File: src/rtl/playfair_digraph_encrypt_unit_assert.svh
// Assertion macros used by the block's top RTL file.
`ifndef PLAYFAIR_DIGRAPH_ENCRYPT_UNIT_ASSERT_SVH
`define PLAYFAIR_DIGRAPH_ENCRYPT_UNIT_ASSERT_SVH

// The consequent must hold in the same cycle as the antecedent.
`define PDE_ASSERT_SAME(label, clk, rstn, ante, cons) \
    label: assert property (@(posedge clk) disable iff (!(rstn)) (ante) |-> (cons)) \
        else $error("assertion failed: label");

// The consequent must hold in the cycle after the antecedent.
`define PDE_ASSERT_NEXT(label, clk, rstn, ante, cons) \
    label: assert property (@(posedge clk) disable iff (!(rstn)) (ante) |=> (cons)) \
        else $error("assertion failed: label");

`endif

File: src/rtl/pde_pkg.sv
`default_nettype none
package pde_pkg;

    localparam int LW          = 5;
    localparam int LETTERS     = 26;
    localparam int CELLS       = 25;
    localparam int KEY_MAX_DEF = 10;

    localparam logic [LW-1:0] LET_I    = 5'd8;
    localparam logic [LW-1:0] LET_J    = 5'd9;
    localparam logic [LW-1:0] LET_X    = 5'd23;
    localparam logic [LW-1:0] LET_LAST = 5'd25;

    localparam logic [1:0] OP_KEY    = 2'd0;
    localparam logic [1:0] OP_FINISH = 2'd1;
    localparam logic [1:0] OP_MSG    = 2'd2;
    localparam logic [1:0] OP_END    = 2'd3;

    localparam logic [1:0] ST_CIPHER = 2'd0;
    localparam logic [1:0] ST_READY  = 2'd1;
    localparam logic [1:0] ST_LONG   = 2'd2;

    typedef struct packed {
        logic [2:0] row;
        logic [2:0] col;
    } rowcol_t;

    function automatic rowcol_t place_rc(input logic [LW-1:0] p);
        logic [LW-1:0] q;
        logic [LW-1:0] base;
        rowcol_t       rc;
        q = (p >= 5'd25) ? p - 5'd25 : p;
        priority if (q >= 5'd20) begin
            rc.row = 3'd4;
            base   = 5'd20;
        end else if (q >= 5'd15) begin
            rc.row = 3'd3;
            base   = 5'd15;
        end else if (q >= 5'd10) begin
            rc.row = 3'd2;
            base   = 5'd10;
        end else if (q >= 5'd5) begin
            rc.row = 3'd1;
            base   = 5'd5;
        end else begin
            rc.row = 3'd0;
            base   = 5'd0;
        end
        rc.col = 3'(q - base);
        return rc;
    endfunction

    function automatic logic [2:0] wrap_inc(input logic [2:0] v);
        return (v == 3'd4) ? 3'd0 : v + 3'd1;
    endfunction

    function automatic logic [LW-1:0] cell_of(input logic [2:0] row, input logic [2:0] col);
        return 5'({row, 2'b00}) + 5'(row) + 5'(col);
    endfunction

endpackage
`default_nettype wire

File: src/rtl/pde_ram.sv
`default_nettype none
module pde_ram #(
    parameter int WIDTH = pde_pkg::LW,
    parameter int DEPTH = pde_pkg::CELLS,
    localparam int AW   = $clog2(DEPTH)
) (
    input  wire logic             clk,
    input  wire logic             we,
    input  wire logic [AW-1:0]    waddr,
    input  wire logic [WIDTH-1:0] wdata,
    input  wire logic [AW-1:0]    raddr,
    output logic      [WIDTH-1:0] rdata
);

    logic [WIDTH-1:0] mem [DEPTH];

    always_ff @(posedge clk) begin
        if (we) begin
            mem[waddr] <= wdata;
        end
        rdata <= mem[raddr];
    end

endmodule
`default_nettype wire

File: src/rtl/playfair_digraph_encrypt_unit.sv
// Channel   Dir  Word fields, lowest bit up                Side band
// s_*       in   tdata: letter[4:0], zero[7:5]              tuser: op
// m_*       out  tdata: cipher_letter[4:0], zero[7:5]       tlast: last, tuser: status
//
// A key letter passes through S_KEY before the next word is taken; a first message letter is only held.
// A finish walks the alphabet once, one letter a cycle, then reports its status.
// A pair steps through S_PA, S_PB, S_CALC, S_KA, S_OA, S_KB, S_OB, set by the single RAM read ports.
// Reset is synchronous and active low; the RAM contents are not cleared.
// A stalled result holds the sequencer until m_tready takes it.
`default_nettype none
`include "playfair_digraph_encrypt_unit_assert.svh"
module playfair_digraph_encrypt_unit #(
    parameter int KEY_MAX = pde_pkg::KEY_MAX_DEF
) (
    input  wire logic       aclk,
    input  wire logic       aresetn,
    input  wire logic       s_tvalid,
    output logic            s_tready,
    input  wire logic [7:0] s_tdata,   // letter[4:0], zero[7:5]
    input  wire logic [1:0] s_tuser,   // op[1:0]
    output logic            m_tvalid,
    input  wire logic       m_tready,
    output logic [7:0]      m_tdata,   // cipher_letter[4:0], zero[7:5]
    output logic            m_tlast,
    output logic [1:0]      m_tuser    // status[1:0]
);

    localparam int LW  = pde_pkg::LW;
    localparam int KCW = $clog2(KEY_MAX + 1);

    localparam logic [3:0] S_IDLE = 4'd0;
    localparam logic [3:0] S_KEY  = 4'd1;
    localparam logic [3:0] S_FILL = 4'd2;
    localparam logic [3:0] S_STAT = 4'd3;
    localparam logic [3:0] S_PA   = 4'd4;
    localparam logic [3:0] S_PB   = 4'd5;
    localparam logic [3:0] S_CALC = 4'd6;
    localparam logic [3:0] S_KA   = 4'd7;
    localparam logic [3:0] S_OA   = 4'd8;
    localparam logic [3:0] S_KB   = 4'd9;
    localparam logic [3:0] S_OB   = 4'd10;

    logic [3:0]                state_reg, state_next;
    logic [pde_pkg::LETTERS-1:0] used_reg, used_next;
    logic [LW-1:0]             fill_count_reg, fill_count_next;
    logic [KCW-1:0]            key_count_reg, key_count_next;
    logic                      held_valid_reg, held_valid_next;
    logic [LW-1:0]             held_letter_reg, held_letter_next;
    logic                      out_valid_reg, out_valid_next;

    logic [LW-1:0]             let_reg, let_next;
    logic [LW-1:0]             fill_k_reg, fill_k_next;
    logic [1:0]                status_reg, status_next;
    logic [LW-1:0]             pa_reg, pa_next;
    logic [LW-1:0]             pb_reg, pb_next;
    logic [2:0]                ra_reg, ra_next;
    logic [2:0]                ca_reg, ca_next;
    logic [LW-1:0]             ea_reg, ea_next;
    logic [LW-1:0]             eb_reg, eb_next;
    logic [LW-1:0]             out_letter_reg, out_letter_next;
    logic                      out_last_reg, out_last_next;
    logic [1:0]                out_status_reg, out_status_next;

    logic [1:0]      in_op;
    logic [LW-1:0]   in_letter;
    logic            accept;
    logic            out_free;
    logic [LW-1:0]   place_letter;
    logic            place_en;
    logic [LW-1:0]   place_raddr;
    logic [LW-1:0]   place_rdata;
    logic [LW-1:0]   key_raddr;
    logic [LW-1:0]   key_rdata;
    pde_pkg::rowcol_t rc;

    assign in_op     = s_tuser;
    assign in_letter = (s_tdata[4:0] == pde_pkg::LET_J) ? pde_pkg::LET_I : s_tdata[4:0];
    assign s_tready  = (state_reg == S_IDLE);
    assign accept    = s_tvalid && s_tready;
    assign out_free  = !out_valid_reg || m_tready;

    assign place_letter = (state_reg == S_FILL) ? fill_k_reg : let_reg;
    assign place_en     = ((state_reg == S_KEY) || (state_reg == S_FILL)) &&
                          (fill_count_reg < 5'(pde_pkg::CELLS)) && !used_reg[place_letter];
    assign place_raddr  = (state_reg == S_PB) ? pb_reg : pa_reg;
    assign key_raddr    = ((state_reg == S_KB) || (state_reg == S_OB)) ? eb_reg : ea_reg;
    assign rc           = pde_pkg::place_rc(place_rdata);

    pde_ram #(
        .WIDTH(LW),
        .DEPTH(pde_pkg::CELLS)
    ) u_square (
        .clk  (aclk),
        .we   (place_en),
        .waddr(fill_count_reg),
        .wdata(place_letter),
        .raddr(key_raddr),
        .rdata(key_rdata)
    );

    pde_ram #(
        .WIDTH(LW),
        .DEPTH(pde_pkg::LETTERS)
    ) u_place (
        .clk  (aclk),
        .we   (place_en),
        .waddr(place_letter),
        .wdata(fill_count_reg),
        .raddr(place_raddr),
        .rdata(place_rdata)
    );

    always_comb begin
        state_next       = state_reg;
        used_next        = used_reg;
        fill_count_next  = fill_count_reg;
        key_count_next   = key_count_reg;
        held_valid_next  = held_valid_reg;
        held_letter_next = held_letter_reg;
        out_valid_next   = out_valid_reg && !m_tready;
        let_next         = let_reg;
        fill_k_next      = fill_k_reg;
        status_next      = status_reg;
        pa_next          = pa_reg;
        pb_next          = pb_reg;
        ra_next          = ra_reg;
        ca_next          = ca_reg;
        ea_next          = ea_reg;
        eb_next          = eb_reg;
        out_letter_next  = out_letter_reg;
        out_last_next    = out_last_reg;
        out_status_next  = out_status_reg;

        if (place_en) begin
            used_next[place_letter] = 1'b1;
            fill_count_next         = fill_count_reg + 5'd1;
        end

        unique case (state_reg)
            S_IDLE: begin
                if (accept) begin
                    unique case (in_op)
                        pde_pkg::OP_KEY: begin
                            if (in_letter <= pde_pkg::LET_LAST) begin
                                if (key_count_reg >= KCW'(KEY_MAX)) begin
                                    status_next = pde_pkg::ST_LONG;
                                    state_next  = S_STAT;
                                end else begin
                                    key_count_next = key_count_reg + KCW'(1);
                                    let_next       = in_letter;
                                    state_next     = S_KEY;
                                end
                            end
                        end
                        pde_pkg::OP_FINISH: begin
                            fill_k_next = '0;
                            state_next  = S_FILL;
                        end
                        pde_pkg::OP_MSG: begin
                            if (in_letter <= pde_pkg::LET_LAST) begin
                                if (!held_valid_reg) begin
                                    held_valid_next  = 1'b1;
                                    held_letter_next = in_letter;
                                end else if (held_letter_reg == in_letter) begin
                                    pa_next    = held_letter_reg;
                                    pb_next    = pde_pkg::LET_X;
                                    state_next = S_PA;
                                end else begin
                                    pa_next          = held_letter_reg;
                                    pb_next          = in_letter;
                                    held_valid_next  = 1'b0;
                                    held_letter_next = '0;
                                    state_next       = S_PA;
                                end
                            end
                        end
                        pde_pkg::OP_END: begin
                            if (held_valid_reg) begin
                                pa_next          = held_letter_reg;
                                pb_next          = pde_pkg::LET_X;
                                held_valid_next  = 1'b0;
                                held_letter_next = '0;
                                state_next       = S_PA;
                            end
                        end
                        default: state_next = S_IDLE;
                    endcase
                end
            end
            S_KEY: begin
                state_next = S_IDLE;
            end
            S_FILL: begin
                if (fill_k_reg == pde_pkg::LET_LAST) begin
                    status_next = pde_pkg::ST_READY;
                    state_next  = S_STAT;
                end else begin
                    fill_k_next = fill_k_reg + 5'd1;
                end
            end
            S_STAT: begin
                if (out_free) begin
                    out_valid_next  = 1'b1;
                    out_letter_next = '0;
                    out_last_next   = 1'b1;
                    out_status_next = status_reg;
                    state_next      = S_IDLE;
                end
            end
            S_PA: begin
                state_next = S_PB;
            end
            S_PB: begin
                ra_next    = rc.row;
                ca_next    = rc.col;
                state_next = S_CALC;
            end
            S_CALC: begin
                if (ca_reg == rc.col) begin
                    ea_next = pde_pkg::cell_of(pde_pkg::wrap_inc(ra_reg), ca_reg);
                    eb_next = pde_pkg::cell_of(pde_pkg::wrap_inc(rc.row), rc.col);
                end else if (ra_reg == rc.row) begin
                    ea_next = pde_pkg::cell_of(ra_reg, pde_pkg::wrap_inc(ca_reg));
                    eb_next = pde_pkg::cell_of(rc.row, pde_pkg::wrap_inc(rc.col));
                end else begin
                    ea_next = pde_pkg::cell_of(ra_reg, rc.col);
                    eb_next = pde_pkg::cell_of(rc.row, ca_reg);
                end
                state_next = S_KA;
            end
            S_KA: begin
                state_next = S_OA;
            end
            S_OA: begin
                if (out_free) begin
                    out_valid_next  = 1'b1;
                    out_letter_next = key_rdata;
                    out_last_next   = 1'b0;
                    out_status_next = pde_pkg::ST_CIPHER;
                    state_next      = S_KB;
                end
            end
            S_KB: begin
                state_next = S_OB;
            end
            S_OB: begin
                if (out_free) begin
                    out_valid_next  = 1'b1;
                    out_letter_next = key_rdata;
                    out_last_next   = 1'b1;
                    out_status_next = pde_pkg::ST_CIPHER;
                    state_next      = S_IDLE;
                end
            end
            default: state_next = S_IDLE;
        endcase
    end

    always_ff @(posedge aclk) begin
        if (!aresetn) begin
            state_reg       <= S_IDLE;
            used_reg        <= pde_pkg::LETTERS'(1) << pde_pkg::LET_J;
            fill_count_reg  <= '0;
            key_count_reg   <= '0;
            held_valid_reg  <= 1'b0;
            held_letter_reg <= '0;
            out_valid_reg   <= 1'b0;
        end else begin
            state_reg       <= state_next;
            used_reg        <= used_next;
            fill_count_reg  <= fill_count_next;
            key_count_reg   <= key_count_next;
            held_valid_reg  <= held_valid_next;
            held_letter_reg <= held_letter_next;
            out_valid_reg   <= out_valid_next;
        end
    end

    always_ff @(posedge aclk) begin
        let_reg        <= let_next;
        fill_k_reg     <= fill_k_next;
        status_reg     <= status_next;
        pa_reg         <= pa_next;
        pb_reg         <= pb_next;
        ra_reg         <= ra_next;
        ca_reg         <= ca_next;
        ea_reg         <= ea_next;
        eb_reg         <= eb_next;
        out_letter_reg <= out_letter_next;
        out_last_reg   <= out_last_next;
        out_status_reg <= out_status_next;
    end

    assign m_tvalid = out_valid_reg;
    assign m_tdata  = {3'b000, out_letter_reg};
    assign m_tlast  = out_last_reg;
    assign m_tuser  = out_status_reg;

    `PDE_ASSERT_SAME(a_fill_bound, aclk, aresetn, 1'b1, fill_count_reg <= 5'(pde_pkg::CELLS))
    `PDE_ASSERT_SAME(a_key_bound, aclk, aresetn, 1'b1, key_count_reg <= KCW'(KEY_MAX))
    `PDE_ASSERT_SAME(a_status_last, aclk, aresetn, m_tvalid && (m_tuser != pde_pkg::ST_CIPHER), m_tlast)
    `PDE_ASSERT_NEXT(a_pair_second, aclk, aresetn, (state_reg == S_OA) && out_free, state_reg == S_KB)

endmodule
`default_nettype wire

File: config.mk
export PLATFORM = sky130hd
export DESIGN_NAME = playfair_digraph_encrypt_unit
export DESIGN_NICKNAME = d
export VERILOG_FILES = /design/src/rtl/pde_pkg.sv /design/src/rtl/pde_ram.sv /design/src/rtl/playfair_digraph_encrypt_unit.sv
export VERILOG_INCLUDE_DIRS = /design/src /design/src/rtl
export SDC_FILE = /design/constraint.sdc
export NUM_CORES = 1
export LEC_CHECK = 0
export ABC_AREA = 1
export BUFFER_PORTS_ARGS = -buffer_cell sky130_fd_sc_hd__buf_2
export CAP_MARGIN = 0
export CELL_PAD_IN_SITES_DETAIL_PLACEMENT = 1
export CELL_PAD_IN_SITES_GLOBAL_PLACEMENT = 2
export CORE_MARGIN = 10
export CORE_UTILIZATION = 34
export CTS_CLUSTER_DIAMETER = 80
export DETAILED_ROUTE_END_ITERATION = 12
export PLACE_DENSITY_LB_ADDON = 0.1
export SETUP_SLACK_MARGIN = 0.5
export SYNTH_ARGS = -nofsm -noshare
export SYNTH_HDL_FRONTEND = slang
export SYNTH_SLANG_ARGS = --single-unit
export TNS_END_PERCENT = 1
File: constraint.sdc
create_clock -name aclk -period 13.3 [get_ports aclk]
set_input_delay 0.665 -clock aclk [delete_from_list [all_inputs] [get_ports aclk]]
set_output_delay 0.665 -clock aclk [all_outputs]
set_load 0.02 [all_outputs]
==> results of run 1 <==
==> critical path: stages (launching register included) <==
cell and delay (ns):
dfxtp_1 0.33, nor2_2 0.27, nand2_2 0.30, nand2_1 0.21, o21ai_4 0.12, inv_1 0.72
nor2_1 0.15, nand2_1 0.12, nand2_1 0.08, nor2_4 0.68, nand2_4 0.32, inv_2 0.40
nand2_1 0.33, nor2_1 0.55
==> worst max-delay path by stage <==
stage	from	endpoint	slack (ns)	cells past startpoint
finish	state_reg[3]	u_square.mem[16][3]	8.32	13
global route	state_reg[3]	u_square.mem[16][1]	7.79	13
CTS	state_reg[3]	u_square.mem[16][3]	8.14	13
detailed placement	state_reg[3]	u_square.mem[16][0]	8.16	13
global placement	state_reg[3]	u_square.mem[16][0]	8.21	13
floorplan	u_place.rdata[1]	eb_reg[4]	9.03	27
==> area by class of cell <==
| class | count | area share |
|---|---|---|
| well taps | 615 | 0.0410 |
| repair buffers | 40 | 0.0133 |
| flip-flops and latches | 357 | 0.541 |
| multi-input cells | 1010 | 0.290 |
| inverters | 176 | 0.0352 |
| clock inverters | 24 | 0.0171 |
| clock buffers | 55 | 0.0625 |
==> cell families (layout without fill, tap and decap cells) <==
kind of cell / after synthesis / in the layout
compound gates: 319 / 319
flops: 357 / 357
fa+ha+maj: 41 / 41
buf+inv: 246 / 295
simple gates: 628 / 628
xor+xnor: 19 / 19
other cells: 1 / 3
==> layer usage <==
metal	part of all wire	routed length, um	track usage
met2	0.49	22000	0.274
met4	0.018	799	0.0420
met1	0.47	20800	0.204
met5	0	0	0
met3	0.025	1120	0.0205
==> through the flow <==
stage | hold slack [ns] | utilization | power (uW) | std cells | cell area, um2
6_report | 0.388 | 0.392 | 3490 | 2277 | 18800
5_1_grt | 0.386 | 0.392 | 3710 | 2277 | 18800
4_1_cts | 0.353 | 0.392 | 3550 | 2277 | 18800
3_5_place_dp | 0.428 | 0.361 | 2300 | 2198 | 17300
3_3_place_gp | 0.419 | 0.361 | 2280 | 2198 | 17300
2_1_floorplan | 0.408 | - | 2000 | 1613 | 16600
==> cell usage after synthesis, types with 5 or more instances <==
| master | instances |
|---|---|
| o21bai_1 | 18 |
| inv_2 | 5 |
| clkbuf_1 | 38 |
| nor3_1 | 5 |
| o211ai_1 | 87 |
| buf_2 | 26 |
| nand2_1 | 286 |
| a21oi_1 | 56 |
| nand2_2 | 6 |
| fa_1 | 7 |
| nor2_1 | 142 |
| xor2_1 | 15 |
| nand3_1 | 131 |
| o21ai_1 | 8 |
| dfxtp_1 | 56 |
| edfxtp_1 | 301 |
| inv_1 | 169 |
| o21ai_0 | 128 |
| nand2_4 | 5 |
| or2_2 | 38 |
| a211oi_1 | 6 |
| ha_1 | 34 |
==> power groups by stage <==
stage               Sequential (uW)  Combinational (uW)  Clock, uW
floorplan                      1410                 594          0
global placement               1390                 893          0
detailed placement             1390                 903          0
CTS                            1370                 906       1280
global route                   1370                1010       1320
finish                         1370                 882       1240
==> results.yml, run 1 <==
status:
  outcome: "complete, no violations"
sta:
  worst_pin_slew_ns: 1.05
  setup_viol: 0
  grt_setup_unrepaired: "false"
  fmax_mhz: 201
  maxSlewViolCount: 0
  period_share: 0.374
  setup_slack_ns: 8.32
  clock_skew_ns: 0.0162
  relSlewSlack: 0.298
  tns_ns: 0
  timing.final.hold_violations: 0
  period_minus_slack_ns: 4.98
pwr:
  p_comb_frac: 0.252
  p_sw_frac: 0.324
  power_density_mw_per_mm2: 186
  leakagePower_uw: 0.00714
  clkPwrFrac: 0.356
  pwr-share-seq: 0.391
  switchingPower_uw: 1130
  p_int_uw: 2360
  irDropWorstVdd_uv: 105
placement:
  pre_cts_ws_ns: 8.16
  gp_congestion: 0.753
  dp_hpwl_um: 28900
  port_buffers: 20
logic_synthesis:
  async_flop_share: 0
  yosysUniqueCellTypes: 41
  synth_edf_count: 301
  synth_compound_area_frac: 0.117
  synth_top_area_cell: "edfxtp_1"
  muxShareOfSynthArea: 0
  synth_top_family_by_area: "simple AND/OR/NAND/NOR gates"
  synthSimpleGateAreaFrac: 0.166
  yosys.area_share.xor_xnor: 0.0100
  synth_area_mm2: 0.0166
  synth_seq_cells: 357
  ys_top_cells_by_area: "edfxtp_1, dfxtp_1, nand2_1"
  synth-seq-area-share: 0.613
  synth.top_cell.area_share: 0.546
  synth_cells: 1611
  yosysWarnings: 0
  synthFlopType: "edfxtp_1"
  avgSynthCellArea_um2: 10.3
  synth_adder_area_share: 0.0341
clocking:
  cts.sinks: 357
  cts_hold_buf: 0
  post-cts-setup-buffers: 0
  cts_resized: 0
  insertion_delay_ns: 0.56
  clockRootBuffer: "clkbuf_16"
  clockBufferDepth: 3
  clk_pin_slew_worst_paths_ns: 0.06
  cts_tree: "done"
  cts_buffers: 43
  cts.htree.levels: 2
worst_setup_path:
  r2r_start: "state_reg[3]"
  rr_worst_depth: 13
  cp-end-kind: "register"
  start_kind: "register"
  required_ns: 13.49
  critPathArrivalTime_ns: 5.16
  critical_path_class: "register to register"
  reg2reg_slack_ns: 8.32
  path_max_fanout: 31
  r2r-end: "u_square.mem[16][3]"
cells_and_area:
  largest_reg_flops: 130
  mostFrequentLayoutCell: "edfxtp_1"
  final_cell_mix: "edfxtp_1, nand2_1, inv_1, nor2_1, nand3_1"
  fin_nets: 1683
  fillers: 5283
  seq_area_mm2: 0.0102
  drive_gt1_frac: 0.106
  area_growth_pct: 13.4
  antenna_cells: 0
  multi_input_area_mm2: 0.00545
floorplanning:
  die_y_um: 241
  row_count: 80
  die_w_um: 241
  core_mm2: 0.0479
  io_pins: 27
  start_util: 0.345
  die-area_mm2: 0.0579
global_route:
  grt_pass1_vias: 12200
  grt_overflow: 0
  grt_use_total: 0.158
  grt_start_max_net_pins: 76
  grt_antenna_before_repair: 0
  grt_pass1_wl_um: 70700
hold_path:
  hold_path_depth: 1
  hp-start: "s_tdata[3]"
  holdPathEnd: "let_reg[3]"
  hold_class: "input pin to register"
drt:
  first_iter_violations: 534
  dr.pass1.iters: 4
  routed_wl_um: 44800
  drc: 0
  wire_per_inst_um: 19.7
  viasPerCell: 5.00
  antenna_left: 0
  route.vias.total: 11400
job:
  maxCapViolations: 0
No activity file was read; power rests on OpenSTA's default activity.
==> run 2, diff against run 1 <==
clock period = 4.22 ns   (was 13.3 ns; I/O delays follow)
==> results.yml, run 2 (synthesis results as in run 1) <==
cells_and_area:
  area_growth_pct: 15.3
  fillers: 5300
  final_cell_mix: "edfxtp_1, nand2_1, inv_1, o21ai_0, nand3_1"
  drive_gt1_frac: 0.155
  multi_input_area_mm2: 0.00573
  antenna_cells: 0
  mostFrequentLayoutCell: "edfxtp_1"
  design_area_mm2: 0.0191
  final_cells: 2309
  fin_nets: 1716
  largest_reg_flops: 130
  seq_area_mm2: 0.0102
placement:
  dp_hpwl_um: 29600
  gp_congestion: 0.777
  port_buffers: 20
  placed_area_mm2: 0.0175
  dp.cells: 2209
pwr:
  p_comb_frac: 0.287
  p_int_uw: 7040
  irDropWorstVdd_uv: 353
  power_density_mw_per_mm2: 562
  clkPwrFrac: 0.306
  switchingPower_uw: 3690
  pwr-share-seq: 0.407
  leakagePower_uw: 0.00721
  p_sw_frac: 0.344
worst_setup_path:
  cp-end-kind: "register"
  critPathArrivalTime_ns: 4.30
  critical_path_class: "register to register"
  required_ns: 4.51
  max_stage_delay_ns: 0.49
  path_max_fanout: 6
  worstSetupPathDepth: 26
  rr_worst_depth: 26
  reg2reg_slack_ns: 0.21
  cp_top_family: "adder cells"
  worstPathBufferInverterCount: 5
  cp_slowest_cell: "fa_1"
  start_kind: "register"
floorplanning:
  die_w_um: 241
  io_pins: 27
  row_count: 80
  die_y_um: 241
  die-area_mm2: 0.0579
  start_util: 0.345
  core_mm2: 0.0479
drt:
  dr.pass1.iters: 5
  route.vias.total: 11500
  routed_wl_um: 45000
  first_iter_violations: 557
  wire_per_inst_um: 19.5
  drc: 0
  viasPerCell: 4.99
  antenna_left: 0
sta:
  relSlewSlack: 0.299
  timing.final.hold_violations: 0
  period_share: 0.950
  setup_viol: 0
  maxSlewViolCount: 0
  clock_skew_ns: 0.0309
  grt_setup_unrepaired: "true"
  period_minus_slack_ns: 4.01
  worst_pin_slew_ns: 1.05
  fmax_mhz: 249
status:
  outcome: "complete, no violations"
clocking:
  clockBufferDepth: 3
  cts.htree.levels: 2
  cts_buffers: 41
  cts_tree: "done"
  cts.sinks: 357
  clockRootBuffer: "clkbuf_16"
  insertion_delay_ns: 0.57
  clk_pin_slew_worst_paths_ns: 0.06
global_route:
  grt_overflow: 0
  grt_use_total: 0.158
  grt_start_max_net_pins: 75
  grt_pass1_vias: 12400
  grt_antenna_before_repair: 0
  grt_pass1_wl_um: 71300
hold_path:
  hold_path_depth: 4
  hold_class: "input pin to register"
job:
  maxCapViolations: 0
## run 2: cell count changes in the layout (fill, tap and decap cells not counted), moves of 10 or more
cell,delta
buf_4,+29
nor2_1,-22
nor2_2,+20
nand2_1,-15
nand2_4,+10
## run 2: per-stage QoR
step | hold slack [ns] | setup WS [ns] | utilization | setup TNS [ns] | power [uW]
after floorplan | 0.332 | 0.365 | - | 0 | 6360
after global placement | 0.421 | 0.106 | 0.364 | 0 | 7270
after detailed placement | 0.420 | 0.0478 | 0.364 | 0 | 7330
after CTS | 0.00346 | 0.216 | 0.395 | 0 | 10800
after global routing | 0.0526 | -0.0212 | 0.398 | -0.0212 | 11400
final | 0.0386 | 0.211 | 0.398 | 0 | 10700
## run 2: power groups by stage
stage	registers (uW)	clock network, uW	logic [uW]
finish	4360	3290	3080
global route	4390	3530	3500
CTS	4370	3390	3030
detailed placement	4440	0	2890
global placement	4430	0	2840
floorplan	4430	0	1930
## run 2: final cells by class
cell class	instances	area share
clock inverters	23	0.00708
flip-flops and latches	357	0.532
repair buffers	75	0.0276
inverters	176	0.0352
well taps	615	0.0403
clock buffers	53	0.0571
multi-input cells	1010	0.300
## run 2: metal layers
layer / vias up / global-route usage / share of wire
met2: 111 / 0.272 / 0.49
li1: 5654 / - / -
met3: 53 / 0.0203 / 0.023
met4: 0 / 0.0433 / 0.020
met5: - / 0 / 0
met1: 5701 / 0.205 / 0.46
## run 2: worst paths after layout
kind                      start   endpoint
max            u_place.rdata[1]  eb_reg[4]
min reg2reg  held_letter_reg[0]  pa_reg[0]
max reg2reg    u_place.rdata[1]  eb_reg[4]
min                    m_tready   m_tvalid
## run 2: repair_timing
action / in CTS / in global routing
endpoints found under the setup margin: 41 / 187
pin swaps: 20 / 20
gates resized for setup: 15 / 45
hold endpoints to repair: 8 / 0
setup buffers: 15 / 3
gates cloned: 0 / 0
hold buffers: 6 / 0
## run 2: worst register-to-register path, delay by kind of cell, from the launching register on
family	cells	cell delay [ns]
buffers and inverters	5	0.41
AO/OA/AOI/OAI	2	0.34
flip-flops	1	0.37
adder cells (fa/ha/maj)	5	1.44
XOR/XNOR	2	0.30
AND/OR/NAND/NOR	12	0.92
==> run 3, diff against run 2 <==
PLACE_DENSITY = 0.79   (was unset)
PLACE_DENSITY_LB_ADDON = unset   (was 0.1)
==> results.yml, run 3 (synthesis results as in run 1) <==
sta:
  period_share: 0.958
  fmax_mhz: 247
  worst_pin_slew_ns: 1.18
  grt_setup_unrepaired: "true"
  timing.final.hold_violations: 0
  maxSlewViolCount: 0
  setup_viol: 0
  relSlewSlack: 0.211
  period_minus_slack_ns: 4.04
  clock_skew_ns: 0.0308
global_route:
  grt_pass1_wl_um: 69500
  grt_use_total: 0.152
  grt_overflow: 0
  grt_start_max_net_pins: 66
  grt_antenna_before_repair: 0
  grt_pass1_vias: 12400
placement:
  dp_hpwl_um: 29200
  gp_congestion: 0.832
  port_buffers: 20
clocking:
  clockRootBuffer: "clkbuf_16"
  cts.sinks: 357
  cts_buffers: 42
  cts_tree: "done"
  clockBufferDepth: 3
  cts.htree.levels: 2
  clk_pin_slew_worst_paths_ns: 0.05
  insertion_delay_ns: 0.58
cells_and_area:
  final_cell_mix: "edfxtp_1, nand2_1, inv_1, nor2_1, o21ai_0"
  area_growth_pct: 15.5
  fin_nets: 1718
  utilization: 0.399
  largest_reg_flops: 130
  drive_gt1_frac: 0.142
  antenna_cells: 0
  mostFrequentLayoutCell: "edfxtp_1"
drt:
  wire_per_inst_um: 19.2
  viasPerCell: 5.08
  drc: 0
  route.vias.total: 11700
  antenna_left: 0
  dr.pass1.iters: 5
  routed_wl_um: 44400
  first_iter_violations: 736
pwr:
  total_power_uw: 11000
  power_density_mw_per_mm2: 573
  irDropWorstVdd_uv: 293
  leakagePower_uw: 0.00726
worst_setup_path:
  start_kind: "register"
  critical_path_class: "register to register"
  critPathArrivalTime_ns: 4.36
  critPathLaunch: "u_place.rdata[0]"
  cp-end-kind: "register"
  path_max_fanout: 5
  r2r_start: "u_place.rdata[0]"
  required_ns: 4.53
floorplanning:
  die-area_mm2: 0.0579
  die_w_um: 241
  row_count: 80
  core_mm2: 0.0479
  start_util: 0.345
  die_y_um: 241
  io_pins: 27
job:
  maxCapViolations: 0
hold_path:
  hp-start: "s_tuser[0]"
  hold_class: "input pin to register"
status:
  outcome: "complete, no violations"
run 3: cell count changes in the layout (fill, tap and decap cells not counted), moves of 3 or more:
cell / change
nor2_2: -18
nand2_4: -4
inv_4: +3
clkinv_2: -3
clkinv_1: -3
nor2_1: +19
bufinv_16: +3
run 3: per-stage QoR:
stage / hold WS, ns / instance area [um2] / std cells / setup slack [ns] / setup TNS (ns)
5_1_grt: 0.0554 / 19100 / 2309 / -0.0330 / -0.0330
6_report: 0.0451 / 19100 / 2309 / 0.175 / 0
2_1_floorplan: 0.332 / 16700 / 1613 / 0.365 / 0
4_1_cts: 0.0100 / 19000 / 2300 / 0.169 / 0
3_3_place_gp: 0.436 / 17500 / 2208 / 0.0949 / 0
3_5_place_dp: 0.435 / 17500 / 2208 / 0.0134 / 0
run 3: worst paths after layout:
path | endpoint | slack [ns] | depth (start not counted)
max | eb_reg[4] | 0.18 | 27
min reg2reg | pa_reg[0] | 0.45 | 0
max reg2reg | eb_reg[4] | 0.18 | 27
min | held_valid_reg | 0.05 | 4
run 3: routing by layer:
| metal | track usage | up-vias | part of all wire |
|---|---|---|---|
| li1 | - | 5662 | - |
| met4 | 0.0445 | 0 | 0.023 |
| met5 | 0 | - | 0 |
| met2 | 0.258 | 173 | 0.48 |
| met1 | 0.199 | 5826 | 0.46 |
| met3 | 0.0221 | 67 | 0.032 |
run 3: critical path: stages (launching register included):
cell     delay, ns
dfxtp_4       0.38
inv_4         0.06
ha_2          0.20
inv_1         0.05
nand2_1       0.04
nand2_1       0.10
nand3_4       0.11
nand2_8       0.10
inv_2         0.03
nand2_1       0.06
nand2_1       0.08
nand2_2       0.10
nand2_4       0.06
nand2_4       0.08
inv_4         0.05
ha_4          0.15
fa_2          0.39
xor2_4        0.19
inv_2         0.06
nand3_2       0.08
nand2_2       0.07
fa_1          0.49
ha_1          0.29
a21o_1        0.19
a21oi_2       0.14
xor2_1        0.07
nand3_1       0.10
nand2_1       0.05
run 3: area by class of cell:
cell class	instances	area (um2)
clock buffer	54	1120
clock inverter	21	218
fill	5273	28800
inverter	176	671
multi-input combinational	1010	5640
sequential	357	10200
tap	615	769
timing repair buffer	76	539
run 3: power by group:
group	switching, uW	total [uW]	internal [uW]
clock network	1470	3540	2070
registers	87.0	4310	4230
logic	2140	3110	972
total	3700	11000	7270
run 3: timing repair:
action / 4_1_cts / 5_1_grt
setup endpoints to repair: 43 / 202
pin swaps: 18 / 22
setup buffers: 11 / 9
hold buffers: 6 / 0
resized for setup: 8 / 25
endpoints found under the hold margin: 13 / 0
